==> src/design/u8vc_pkg.sv <==
`default_nettype none
// ----------------------------------------------------------------------------
// u8vc_pkg
// Shared types, constants and the byte classifier of the UTF-8 validator and
// character counter.
// ----------------------------------------------------------------------------
package u8vc_pkg;

   localparam int unsigned QueueDepthDefault = 4;
   localparam int unsigned CountWidth        = 32;
   localparam int unsigned PendWidth         = 3;
   localparam logic [CountWidth-1:0] CountMax = '1;

   // byte classes
   localparam logic [1:0] CLS_ASCII = 2'd0;
   localparam logic [1:0] CLS_LEAD  = 2'd1;
   localparam logic [1:0] CLS_CONT  = 2'd2;
   localparam logic [1:0] CLS_BAD   = 2'd3;

   typedef struct packed {
      logic [7:0] data_byte;
      logic       final_byte;
   } u8vc_req_type;

   typedef struct packed {
      logic                  status;
      logic [CountWidth-1:0] char_count;
      logic [PendWidth-1:0]  missing_bytes;
   } u8vc_rsp_type;

   typedef struct packed {
      logic [1:0]           cls;
      logic [PendWidth-1:0] pend_load;
      logic                 final_byte;
   } u8vc_entry_type;

   function automatic u8vc_entry_type u8vc_classify(input u8vc_req_type item);
      u8vc_entry_type e;
      e.final_byte = item.final_byte;
      e.pend_load  = '0;
      case (item.data_byte) inside
         8'b0???????: e.cls = CLS_ASCII;
         8'b10??????: e.cls = CLS_CONT;
         8'b110?????: begin
            e.cls       = CLS_LEAD;
            e.pend_load = PendWidth'(1);
         end
         8'b1110????: begin
            e.cls       = CLS_LEAD;
            e.pend_load = PendWidth'(2);
         end
         8'b11110???: begin
            e.cls       = CLS_LEAD;
            e.pend_load = PendWidth'(3);
         end
         8'b111110??: begin
            e.cls       = CLS_LEAD;
            e.pend_load = PendWidth'(4);
         end
         8'b1111110?: begin
            e.cls       = CLS_LEAD;
            e.pend_load = PendWidth'(5);
         end
         default: e.cls = CLS_BAD;
      endcase
      return e;
   endfunction

endpackage
`default_nettype wire

==> src/design/u8vc_front.sv <==
`default_nettype none
// ----------------------------------------------------------------------------
// u8vc_front
// Input side: accepts bytes while the queue has room and classifies each.
// ----------------------------------------------------------------------------
module u8vc_front
   import u8vc_pkg::*;
(
   input  wire logic           req_valid,
   output logic                req_stall,
   input  wire u8vc_req_type   req_item,
   input  wire logic           q_full,
   output logic                q_push,
   output u8vc_entry_type      q_entry
);

   always_comb begin
      req_stall = q_full;
      q_push    = req_valid && !q_full;
      q_entry   = u8vc_classify(req_item);
   end

endmodule
`default_nettype wire

==> src/design/u8vc_fifo.sv <==
`default_nettype none
// ----------------------------------------------------------------------------
// u8vc_fifo
// Short queue of classified items between the front and the back.
// ----------------------------------------------------------------------------
module u8vc_fifo
   import u8vc_pkg::*;
#(
   parameter int unsigned DEPTH = QueueDepthDefault  // 2 and up
) (
   input  wire logic           clock,
   input  wire logic           reset,
   input  wire logic           push,
   input  wire u8vc_entry_type wr_data,
   input  wire logic           pop,
   output u8vc_entry_type      rd_data,
   output logic                full,
   output logic                empty
);

   localparam int unsigned AW = $clog2(DEPTH);
   localparam int unsigned CW = $clog2(DEPTH + 1);
   localparam logic [AW-1:0] LastPtr = AW'(DEPTH - 1);
   localparam logic [CW-1:0] FullCount = CW'(DEPTH);

   u8vc_entry_type mem [DEPTH];

   logic [AW-1:0] wr_ptr_ff, wr_ptr_in;
   logic [AW-1:0] rd_ptr_ff, rd_ptr_in;
   logic [CW-1:0] count_ff, count_in;
   logic          do_wr, do_rd;

   always_comb begin
      full      = (count_ff == FullCount);
      empty     = (count_ff == '0);
      do_wr     = push && !full;
      do_rd     = pop && !empty;
      wr_ptr_in = wr_ptr_ff;
      rd_ptr_in = rd_ptr_ff;
      if (do_wr) begin
         wr_ptr_in = (wr_ptr_ff == LastPtr) ? '0 : wr_ptr_ff + AW'(1);
      end
      if (do_rd) begin
         rd_ptr_in = (rd_ptr_ff == LastPtr) ? '0 : rd_ptr_ff + AW'(1);
      end
      count_in = count_ff + CW'(do_wr) - CW'(do_rd);
      rd_data  = mem[rd_ptr_ff];
   end

   always_ff @(posedge clock) begin
      if (do_wr) begin
         mem[wr_ptr_ff] <= wr_data;
      end
   end

   always_ff @(posedge clock) begin
      if (reset) begin
         wr_ptr_ff <= '0;
         rd_ptr_ff <= '0;
         count_ff  <= '0;
      end else begin
         wr_ptr_ff <= wr_ptr_in;
         rd_ptr_ff <= rd_ptr_in;
         count_ff  <= count_in;
      end
   end

   a_count_bound: assert property (@(posedge clock) disable iff (reset)
      count_ff <= FullCount)
      else $error("queue count above depth");

   a_ptr_gap: assert property (@(posedge clock) disable iff (reset)
      (count_ff == '0 || count_ff == FullCount) |-> (wr_ptr_ff == rd_ptr_ff))
      else $error("queue pointers disagree with count");

endmodule
`default_nettype wire

==> src/design/u8vc_back.sv <==
`default_nettype none
// ----------------------------------------------------------------------------
// u8vc_back
// Text state, mode register and result register. One queued item per clock while no result waits under rsp_stall.
// ----------------------------------------------------------------------------
module u8vc_back
   import u8vc_pkg::*;
(
   input  wire logic           clock,
   input  wire logic           reset,
   input  wire logic           csr_valid,
   output logic                csr_ready,
   input  wire logic           csr_data,
   input  wire logic           q_empty,
   input  wire u8vc_entry_type q_entry,
   output logic                q_pop,
   output logic                rsp_valid,
   input  wire logic           rsp_stall,
   output u8vc_rsp_type        rsp_item
);

   logic                  tolerate_ff;
   logic [PendWidth-1:0]  pend_ff, pend_in;
   logic [CountWidth-1:0] count_ff, count_in;
   logic                  err_ff, err_in;
   logic                  rsp_valid_ff, rsp_valid_in;
   u8vc_rsp_type          rsp_item_ff, rsp_item_in;
   logic [PendWidth-1:0]  pend_nx;
   logic [CountWidth-1:0] count_nx;
   logic                  err_nx, bad;

   always_comb begin
      csr_ready = 1'b1;
      q_pop     = !q_empty && (!rsp_valid_ff || !rsp_stall);

      pend_nx  = pend_ff;
      count_nx = count_ff;
      err_nx   = err_ff;
      if (!err_ff) begin
         if (pend_ff != '0) begin
            if (q_entry.cls == CLS_CONT) begin
               pend_nx = pend_ff - PendWidth'(1);
            end else begin
               err_nx = 1'b1;
            end
         end else begin
            case (q_entry.cls)
               CLS_ASCII: begin
                  if (count_ff != CountMax) count_nx = count_ff + CountWidth'(1);
               end
               CLS_LEAD: begin
                  pend_nx = q_entry.pend_load;
                  if (count_ff != CountMax) count_nx = count_ff + CountWidth'(1);
               end
               default: err_nx = 1'b1;
            endcase
         end
      end
      bad = err_nx || ((pend_nx != '0) && !tolerate_ff);

      pend_in      = pend_ff;
      count_in     = count_ff;
      err_in       = err_ff;
      rsp_valid_in = rsp_valid_ff && rsp_stall;
      rsp_item_in  = rsp_item_ff;
      if (q_pop) begin
         if (q_entry.final_byte) begin
            pend_in      = '0;
            count_in     = '0;
            err_in       = 1'b0;
            rsp_valid_in = 1'b1;
            rsp_item_in.status        = bad;
            rsp_item_in.char_count    = bad ? '0 : count_nx;
            rsp_item_in.missing_bytes = bad ? '0 : pend_nx;
         end else begin
            pend_in  = pend_nx;
            count_in = count_nx;
            err_in   = err_nx;
         end
      end

      rsp_valid = rsp_valid_ff;
      rsp_item  = rsp_item_ff;
   end

   always_ff @(posedge clock) begin
      rsp_item_ff <= rsp_item_in;
   end

   always_ff @(posedge clock) begin
      if (reset) begin
         tolerate_ff  <= 1'b0;
         pend_ff      <= '0;
         count_ff     <= '0;
         err_ff       <= 1'b0;
         rsp_valid_ff <= 1'b0;
      end else begin
         if (csr_valid) tolerate_ff <= csr_data;
         pend_ff      <= pend_in;
         count_ff     <= count_in;
         err_ff       <= err_in;
         rsp_valid_ff <= rsp_valid_in;
      end
   end

   a_err_zero: assert property (@(posedge clock) disable iff (reset)
      (rsp_valid_ff && rsp_item_ff.status)
         |-> (rsp_item_ff.char_count == '0 && rsp_item_ff.missing_bytes == '0))
      else $error("error item carries a count");

   a_missing_tol: assert property (@(posedge clock) disable iff (reset)
      (q_pop && q_entry.final_byte && !tolerate_ff)
         |=> (rsp_item_ff.status || rsp_item_ff.missing_bytes == '0))
      else $error("missing bytes reported in strict mode");

   a_pend_bound: assert property (@(posedge clock) disable iff (reset)
      pend_ff <= PendWidth'(5))
      else $error("pending continuation count out of range");

   a_clear_after_final: assert property (@(posedge clock) disable iff (reset)
      (q_pop && q_entry.final_byte) |=> (pend_ff == '0 && count_ff == '0 && !err_ff))
      else $error("text state not cleared after final item");

endmodule
`default_nettype wire

==> src/design/utf8_validate_and_count_top.sv <==
`default_nettype none
// ----------------------------------------------------------------------------
// utf8_validate_and_count_top
// UTF-8 validator (original form, up to six bytes) and character counter.
// ----------------------------------------------------------------------------
// Takes one byte per clock when rsp side keeps up; each accepted item is
// classified and queued, and the back end updates the text state one queued
// item per cycle while no result waits under rsp_stall, so the sustained rate
// is one byte per clock, set by that state update. The result of a text passes
// through the queue and then the output register after its final byte is accepted.
// A queue of QUEUE_DEPTH items lets the input keep flowing for that many
// bytes while a result waits to be taken. The mode bit (csr_data) is to be
// written with csr_valid only while the block is idle; the block itself does
// not enforce this. csr_ready is always high.
// ----------------------------------------------------------------------------
module utf8_validate_and_count_top
   import u8vc_pkg::*;
#(
   parameter int unsigned QUEUE_DEPTH = QueueDepthDefault
) (
   input  wire logic         clock,
   input  wire logic         reset,
   input  wire logic         req_valid,
   output logic              req_stall,
   input  wire u8vc_req_type req_item,
   output logic              rsp_valid,
   input  wire logic         rsp_stall,
   output u8vc_rsp_type      rsp_item,
   input  wire logic         csr_valid,
   output logic              csr_ready,
   input  wire logic         csr_data
);

   logic           q_push, q_pop, q_full, q_empty;
   u8vc_entry_type q_wr_entry, q_rd_entry;

   u8vc_front u_front (
      .req_valid (req_valid),
      .req_stall (req_stall),
      .req_item  (req_item),
      .q_full    (q_full),
      .q_push    (q_push),
      .q_entry   (q_wr_entry)
   );

   u8vc_fifo #(
      .DEPTH (QUEUE_DEPTH)
   ) u_fifo (
      .clock   (clock),
      .reset   (reset),
      .push    (q_push),
      .wr_data (q_wr_entry),
      .pop     (q_pop),
      .rd_data (q_rd_entry),
      .full    (q_full),
      .empty   (q_empty)
   );

   u8vc_back u_back (
      .clock     (clock),
      .reset     (reset),
      .csr_valid (csr_valid),
      .csr_ready (csr_ready),
      .csr_data  (csr_data),
      .q_empty   (q_empty),
      .q_entry   (q_rd_entry),
      .q_pop     (q_pop),
      .rsp_valid (rsp_valid),
      .rsp_stall (rsp_stall),
      .rsp_item  (rsp_item)
   );

endmodule
`default_nettype wire
==> config.mk <==
export PLATFORM = sky130hd
export DESIGN_NAME = utf8_validate_and_count_top
export DESIGN_NICKNAME = d
export VERILOG_FILES = /design/src/design/u8vc_pkg.sv /design/src/design/u8vc_front.sv /design/src/design/u8vc_fifo.sv /design/src/design/u8vc_back.sv /design/src/design/utf8_validate_and_count_top.sv
export SDC_FILE = /design/constraint.sdc
export NUM_CORES = 1
export LEC_CHECK = 0
export BUFFER_PORTS_ARGS = -buffer_cell sky130_fd_sc_hd__buf_2
export CAP_MARGIN = 20
export CORE_ASPECT_RATIO = 1.25
export CORE_UTILIZATION = 63
export CTS_CLUSTER_SIZE = 8
export DETAILED_ROUTE_END_ITERATION = 10
export GPL_ROUTABILITY_DRIVEN = 1
export GPL_TIMING_DRIVEN = 0
export PLACE_DENSITY = 0.93
export RECOVER_POWER = 100
export SYNTH_ARGS = -nofsm -noshare
export SYNTH_HDL_FRONTEND = slang
export SYNTH_SLANG_ARGS = --single-unit
==> constraint.sdc <==
create_clock -name clock -period 7.7 [get_ports clock]
set_input_delay 0.385 -clock clock [delete_from_list [all_inputs] [get_ports clock]]
set_output_delay 0.385 -clock clock [all_outputs]
set_load 0.02 [all_outputs]
## Yosys cells after proc, flatten, opt, wreduce, memory -nomap -nowiden

Memory sizes are Yosys's and may differ from the RTL's. A register that Yosys moved wholly into a read port is not among the register bits.
Cells that the tools add are included.

| cells by class | value |
|---|---|
| $add $sub $neg | 6 |
| eq/ne operators | 12 |
| muxes and demuxes | 37 |
| reduce and logical (&&, ||, !) cells | 19 |

Operator list:

| kind | number |
|---|---|
| 32-bit 2-to-1 mux | 5 |
| 3-bit 2-to-1 mux | 12 |
| 32-bit by 1-bit adder with 32-bit output, second input constant | 1 |
| 32-bit inequality test, second input constant | 1 |
| 2-bit 2-to-1 mux | 11 |
| 1-bit 2-to-1 mux | 9 |
| 2-bit equality test, second input constant | 4 |
| 7-bit equality test, second input constant | 1 |
| 3-bit equality test, second input constant | 2 |
| 6-bit equality test, second input constant | 1 |
| 1-bit logical AND | 6 |
| 3-bit nonzero test | 2 |
| 5-bit equality test, second input constant | 1 |
| 1-bit zero test | 5 |
| 2-bit by 1-bit adder with 2-bit output, second input constant | 2 |
| 4-bit equality test, second input constant | 1 |
| 3-bit by 1-bit adder with 3-bit output | 1 |
| 3-bit zero test | 1 |
| 3-bit by 1-bit subtractor with 3-bit output | 1 |
| 3-bit by 1-bit subtractor with 3-bit output, second input constant | 1 |
| 2-bit by 1-bit equality test with 1-bit output, second input constant | 1 |
| 2-bit zero test | 1 |
| 1-bit logical OR | 2 |
| 2-bit AND reduction | 1 |
| 2-bit OR reduction | 1 |

| word-level totals | value |
|---|---|
| bits in registers | 81 |
| bits in writable memories | 24 |
| output and inout port bits | 39 |
| memories | 1 |

Memories:

| name | words | bits a word | rd ports | clocked after Yosys merged registers in | wr ports | RTL line | source |
|---|---|---|---|---|---|---|---|
| u_fifo.mem | 4 | 6 | 1 | 1 | 1 | u8vc_fifo.sv:26 | `u8vc_entry_type mem [DEPTH];` |

## Depth between registers and ports, before layout

Gate-level depths: netlist of the first run.

| depth | value |
|---|---|
| depth in word-level cells | 8 |
| mapped depth | 11 |
| depth with buffers taken out | 10 |

## By module

Synthesis of the first run repeated with hierarchy kept, for this count alone.

| second synthesis, totals | value |
|---|---|
| cell total of the unflattened synthesis | 531 |
| area, all modules | 5,470.2 um2 |

Modules (own cells, without submodules):

| module | times used | cells each | area an instance (um2) | sequential area each (um2) |
|---|---|---|---|---|
| u8vc_back | 1 | 436 | 4,011.3 | 1,841.8 |
| u8vc_fifo | 1 | 80 | 1,366.3 | 900.9 |
| u8vc_front | 1 | 15 | 92.6 | 0.0 |

## Worst setup path before layout of the first run

OpenSTA, ideal clock, no wires.

| timing path | value |
|---|---|
| path type | flip-flop to flip-flop |
| from | reg u_back.rsp_valid_ff, in the netlist u_back.rsp_valid |
| to | reg u_back.rsp_item_ff, in the netlist u_back.rsp_item[0], enable pin |
| arrival | 2.632 ns |
| slack | 4.635 ns |
| cell stages (with the launch flop) | 5 |
| path buffers | 1 |
| period minus slack after synthesis | 3.065 ns |
| cell sequence | dfxtp_1 -> and2_1 -> or2_2 -> clkbuf_1 -> nor2_1 |

| between the ends | value |
|---|---|
| longest elaborated chain between the ends | 4 |

Ends and longest elaborated chain:

| element | RTL line | source |
|---|---|---|
| start, declared | u8vc_back.sv:26 | `logic rsp_valid_ff, rsp_valid_in;` |
| start signal, assigned | u8vc_back.sv:102 | `rsp_valid_ff <= rsp_valid_in;` |
| 1-bit zero test | u8vc_back.sv:34 | `q_pop = !q_empty && (!rsp_valid_ff \|\| !rsp_stall);` |
| 1-bit logical OR | u8vc_back.sv:34 |  |
| 1-bit logical AND | u8vc_back.sv:34 |  |
| 2-bit AND reduction (no source line) | n/a |  |
| end signal, assigned | u8vc_back.sv:87 | `rsp_item_ff <= rsp_item_in;` |
| end, declared | u8vc_back.sv:27 | `u8vc_rsp_type rsp_item_ff, rsp_item_in;` |

No other way between the ends.
A chain may end at the register's enable or synchronous reset.

==> results of run 1 <==
## worst min-delay path: cells and delay by family
family	cells	cell delay, ns
buf+inv	1	0.08
mux	1	0.05
simple gates	1	0.08
## metrics by stage
step	hold slack (ns)	worst slack, ns
after floorplan	0.454	4.64
after global placement	0.466	3.83
after detailed placement	0.507	4.59
after CTS	0.223	4.73
after global routing	0.261	3.79
final	0.248	4.04
## flip-flops by register name, indices dropped and copies added (netlist names), named ones only
| register | count |
|---|---|
| u_back.rsp_valid | 1 |
| u_back.err_ff | 1 |
| u_fifo.rd_ptr_ff | 2 |
| u_fifo.count_ff | 3 |
| u_back.tolerate_ff | 1 |
| u_back.pend_ff | 3 |
| u_back.rsp_item | 36 |
| u_fifo.mem | 24 |
| u_back.count_ff | 32 |
| u_fifo.wr_ptr_ff | 2 |
## report_power, final
group / switching (mW) / internal [mW] / total [mW]
logic: 0.576 / 0.220 / 0.796
clock network: 0.185 / 0.158 / 0.343
registers: 0.0419 / 0.756 / 0.798
## worst min-delay path by stage
stage                                     start                          endpoint
3_5_place_dp    u_back.count_ff[0]$_SDFFE_PP0P_   u_back.count_ff[0]$_SDFFE_PP0P_
6_report                               csr_data   u_back.tolerate_ff$_SDFFE_PP0P_
4_1_cts                             req_item[0]        u_fifo.mem[3][0]$_DFFE_PP_
3_3_place_gp   u_fifo.rd_ptr_ff[1]$_SDFFE_PP0P_  u_fifo.rd_ptr_ff[1]$_SDFFE_PP0P_
5_1_grt                                csr_data   u_back.tolerate_ff$_SDFFE_PP0P_
2_1_floorplan  u_fifo.rd_ptr_ff[1]$_SDFFE_PP0P_                         flip-flop
## routing by layer
| metal | global-route usage (%) | wire, um |
|---|---|---|
| met5 | 0 | 0 |
| met4 | 18.0 | 454 |
| met3 | 5.32 | 565 |
| met2 | 48.9 | 6030 |
| met1 | 29.6 | 4480 |
## Yosys cell counts (9+ instances only)
| cell | n |
|---|---|
| o21ai_0 | 22 |
| or3_1 | 15 |
| nand2_1 | 32 |
| dfxtp_1 | 47 |
| a21oi_1 | 24 |
| nor2_1 | 58 |
| nor3_1 | 9 |
| a31oi_1 | 16 |
| nand3_1 | 23 |
| inv_1 | 13 |
| clkbuf_1 | 20 |
| and3_1 | 12 |
| xnor2_1 | 12 |
| xor2_1 | 20 |
| ha_1 | 10 |
| edfxtp_1 | 60 |
## logic make-up after synthesis
kind of cell / count (synthesis)
AO/OA/AOI/OAI: 95
adder cells (fa/ha/maj): 11
multiplexers: 16
AND/OR/NAND/NOR: 197
flip-flops: 107
buffers and inverters: 43
XOR/XNOR: 32
other: 1
## final cells by class
class,count,area [um2]
Tap cell,97,121
Fill cell,603,2460
Inverter,13,48.8
Multi-Input combinational cell,352,2280
Clock inverter,5,53.8
Timing Repair Buffer,52,210
Buffer,30,126
Sequential cell,107,2740
Clock buffer,11,141
==> flow_summary.json, run 1 <==
{
  "ys_warn_count": 0,
  "start_kind": "flip-flop",
  "coreArea_mm2": 0.00819,
  "finalHoldViolCount": 0,
  "max_stage_delay_ns": 1.14,
  "ant_nets": 0,
  "report.power.total_mw": 1.94,
  "synth_xor_area_share_pct": 5.30,
  "p_per_area_mw_per_mm2": 338,
  "synth_ff_type": "edfxtp_1",
  "setup_viol": 0,
  "utilization_pct": 69.9,
  "die_x_um": 84.0,
  "fin_setup_tns_ns": 0,
  "slew_headroom_pct": 2.05,
  "cts_hold_buf": 0,
  "cts_buffer_depth": 2,
  "reg2reg_to": "u_back.rsp_item[34]$_SDFFCE_PP0P_",
  "post-route-min-period_ns": 3.66,
  "grt_pass1_wl_mm": 18.9,
  "wl_mm": 11.5,
  "synth_compound_area_share_pct": 12.1,
  "cp-endpoint": "u_back.rsp_item[34]$_SDFFCE_PP0P_",
  "track_usage_pct": 27.6,
  "leakagePower_nw": 1.95,
  "worstHoldPathType": "in2reg",
  "area.growth.synth_to_final_pct": 8.30,
  "critPathBufInv": 2,
  "rsz0062_at_grt": "false",
  "wl_per_cell_um": 17.3,
  "drive_gt1_share_pct": 6.14,
  "numCtsBuffers": 9,
  "ys_seq_elements": 107,
  "synth-simple-area-share_pct": 19.3,
  "design_area_mm2": 0.00573,
  "synth_edf_count": 60,
  "rows": 37,
  "violations": "design-rule violations",
  "layout_commonest_cell": "clkbuf_1",
  "async_reset_ff_share_pct": 0,
  "hold_depth": 3,
  "cts_sinks": 107,
  "grt_max_degree": 28,
  "cts_resized": 0,
  "reg2reg_slack_ns": 4.04,
  "critPathMaxFanout": 27,
  "crit_required_ns": 7.68,
  "start_util_pct": 64.6,
  "synth_top_area_share_pct": 34.1,
  "drv_slew": 0,
  "grt_pass1_vias": 4106,
  "worstMarginPinSlew_ns": 1.47,
  "place.gp.congestion": 0.949,
  "tritoncts": "done",
  "syn_nets": 528,
  "cp_num_cells": 4,
  "antenna_found_initial": 0,
  "crit_arrival_ns": 3.64,
  "netlist_instances": 502,
  "finalClockSkew_ns": 0.0120,
  "period_share_pct": 47.6,
  "rr_worst_depth": 4,
  "insertion_delay_ns": 0.38,
  "io_buffers": 51,
  "synth_fa_ha_area_share_pct": 2.74,
  "cp_top_family": "buffers and inverters",
  "dp.cells": 651,
  "via_per_inst": 6.16,
  "path_cells": "clkbuf_1, mux2_1, nor2_1, clkbuf_1",
  "status": "finished, violations left",
  "route.detailed.drc": 8,
  "synth_area_leaders": "edfxtp_1 34%, dfxtp_1 18%, nor2_1 4.1%",
  "num_io_pins": 54,
  "synth_area_per_cell_um2": 10.5,
  "diodes": 0,
  "netlist_area_mm2": 0.00529,
  "placed_area_mm2": 0.00570,
  "firstDrtPassIters": 8,
  "synth_top_area_cell": "edfxtp_1",
  "cts_setup_buffers": 0,
  "cts.clk_slew.worst_paths_ns": 0.10,
  "die-area_mm2": 0.00877,
  "cp-end-kind": "flip-flop",
  "seq_area_frac_synth_pct": 51.8,
  "synthMuxAreaShare_pct": 4.78,
  "max_cap_violations": 0,
  "grt_overflow": 0,
  "cts-htree-levels": 3,
  "drtIter0Drc": 272,
  "root_buffer": "clkbuf_8",
  "yosysUniqueCellTypes": 63,
  "die_h_um": 104,
  "crit_top_cell": "clkbuf_1",
  "path_class": "reg2reg",
  "slowest_stage": "clkbuf_1",
  "fmax_mhz": 273,
  "post-dp-hpwl_mm": 8.33,
  "synth_top_family_by_area": "simple AND/OR/NAND/NOR gates",
  "irDropWorstVdd_mv": 0.203,
  "routed-via-count": 4107,
  "nets": 591,
  "finalNonFillerCells": 667,
  "final_cell_mix": "67 x clkbuf_1, 60 x edfxtp_1, 58 x nor2_1, 47 x dfxtp_1, 32 x nand2_1"
}
(Power assumes the default switching activity.)
==> run 2: changes to the inputs <==
Settings changed: CORE_UTILIZATION 63 to 59, PLACE_DENSITY 0.93 to 0.89.
Clock period 7.7 ns to 3.4 ns, I/O delays scaled along.
==> run 2 against run 1 <==
  * The flow now finishes without violations
  * Critical path depth is 5 higher
  * First-iteration DRC count is 26% higher
  * Non-clock buffer count increased by 1
  * Clock power up 120%
  * Largest cell class unchanged
  * Highest routed layer unchanged
==> flow_summary.json, run 2 (same netlist as run 1, synthesis figures left out) <==
{
  "coreArea_mm2": 0.00870,
  "cts_sinks": 107,
  "track_usage_pct": 25.8,
  "crit_arrival_ns": 3.52,
  "finalHoldViolCount": 0,
  "cp_top_family": "simple AND/OR/NAND/NOR gates",
  "root_buffer": "clkbuf_8",
  "fin_setup_tns_ns": 0,
  "reg2reg_slack_ns": 0.20,
  "reg2reg_to": "u_back.count_ff[18]$_SDFFE_PP0P_",
  "critPathMaxFanout": 10,
  "routed-via-count": 4176,
  "crit_required_ns": 3.72,
  "drive_gt1_share_pct": 7.36,
  "ant_nets": 0,
  "drtIter0Drc": 342,
  "slew_headroom_pct": 34.2,
  "report.power.total_mw": 4.38,
  "setup_viol": 0,
  "finalNonFillerCells": 691,
  "setup_ws_ns": 0.202,
  "tritoncts": "done",
  "holdPathEnd": "u_back.tolerate_ff$_SDFFE_PP0P_",
  "route.detailed.drc": 0,
  "worstHoldPathType": "in2reg",
  "path_cells": "inv_1, ha_1, or3b_2, or2_4, a2111oi_0, buf_4, nand3_1, or3_1, a21oi_1",
  "leakagePower_nw": 1.97,
  "rows": 38,
  "drv_slew": 0,
  "largest_reg_flops": 36,
  "antenna_found_initial": 0,
  "start_util_pct": 60.8,
  "slowest_stage": "a2111oi_0",
  "insertion_delay_ns": 0.39,
  "post-route-min-period_ns": 3.20,
  "grt_max_degree": 29,
  "cts.clk_slew.worst_paths_ns": 0.09,
  "period_share_pct": 94.1,
  "wl_per_cell_um": 16.5,
  "via_per_inst": 6.04,
  "fmax_mhz": 313,
  "post-dp-hpwl_mm": 8.07,
  "irDropWorstVdd_mv": 0.449,
  "place.gp.congestion": 0.961,
  "worstMarginPinSlew_ns": 0.984,
  "start_kind": "flip-flop",
  "diodes": 0,
  "final_cell_mix": "63 x clkbuf_1, 60 x edfxtp_1, 58 x nor2_1, 47 x dfxtp_1, 32 x nand2_1",
  "numCtsBuffers": 9,
  "r2r-start": "u_back.pend_ff[1]$_SDFFE_PP0P_",
  "max_cap_violations": 0,
  "num_io_pins": 54,
  "wl_mm": 11.4,
  "io_buffers": 51,
  "utilization_pct": 66.5,
  "holdWs_ns": 0.0141,
  "min_from": "csr_data",
  "die-area_mm2": 0.00935,
  "grt_pass1_vias": 4017,
  "path_class": "reg2reg",
  "critPathBufInv": 2,
  "cts_setup_buffers": 0,
  "layout_commonest_cell": "clkbuf_1",
  "status": "completed",
  "die_x_um": 86.7,
  "hold_depth": 3,
  "cp-end-kind": "flip-flop",
  "dp.cells": 674,
  "cts_buffer_depth": 2,
  "finalClockSkew_ns": 0.00814,
  "cts_resized": 0,
  "firstDrtPassIters": 6,
  "nets": 592,
  "die_h_um": 108,
  "design_area_mm2": 0.00578,
  "max_stage_delay_ns": 0.78,
  "placed_area_mm2": 0.00572,
  "grt_overflow": 0,
  "dp_slack_ns": 0.480,
  "grt_pass1_wl_mm": 18.3,
  "p_per_area_mw_per_mm2": 757,
  "area.growth.synth_to_final_pct": 9.30,
  "rsz0062_at_grt": "false",
  "cts-htree-levels": 3,
  "rr_worst_depth": 9
}
-- run 2: area by class of cell --
class / instances / area, um2
clock buffer: 9 / 124
multi-input combinational: 352 / 2300
timing repair buffer: 53 / 221
buffer: 30 / 131
sequential: 107 / 2740
tap: 120 / 150
fill: 655 / 2920
clock inverter: 7 / 58.8
inverter: 13 / 48.8
-- run 2: metal layers --
layer  up-vias  routed length, um  GRT usage [%]  share of wire (%)
met5         -                  0              0                  0
li1       1970                  -              -                  -
met2       208               5840           45.0                 51
met1      1950               4440           28.5                 39
met4         0                480           15.8                4.2
met3        48                634           5.29                5.6
-- run 2: timing repair --
| item | in CTS | in global routing |
|---|---|---|
| endpoints found under the hold margin | 4 | 0 |
| hold buffers | 1 | 0 |
| setup endpoints to repair | 0 | 0 |
-- run 2: how the worst max path moves through the flow --
stage | endpoint | startpoint | cells after the start
2_1_floorplan | u_back.rsp_item[0]$_SDFFCE_PP0P_ | u_back.rsp_valid$_SDFF_PP0_ | 4
3_3_place_gp | u_back.rsp_item[25]$_SDFFCE_PP0P_ | flip-flop | 3
3_5_place_dp | u_back.rsp_item[31]$_SDFFCE_PP0P_ | u_back.pend_ff[1]$_SDFFE_PP0P_ | 8
4_1_cts | u_back.rsp_item[31]$_SDFFCE_PP0P_ | u_back.pend_ff[1]$_SDFFE_PP0P_ | 8
5_1_grt | u_back.count_ff[25]$_SDFFE_PP0P_ | u_back.pend_ff[1]$_SDFFE_PP0P_ | 9
6_report | u_back.count_ff[18]$_SDFFE_PP0P_ | u_back.pend_ff[1]$_SDFFE_PP0P_ | 9
-- run 2: worst register-to-register path, stage by stage, from the launching register on --
cell,delay [ns]
dfxtp_1,0.34
inv_1,0.12
ha_1,0.21
or3b_2,0.50
or2_4,0.26
a2111oi_0,0.78
buf_4,0.32
nand3_1,0.13
or3_1,0.32
a21oi_1,0.13
-- run 2: power by group --
group          total (mW)  internal (mW)  leakage, nW  switching [mW]
logic                1.82          0.514        0.925            1.30
clock network       0.755          0.330       0.0915           0.424
registers            1.81           1.71        0.951          0.0971
total                4.38           2.55         1.97            1.82
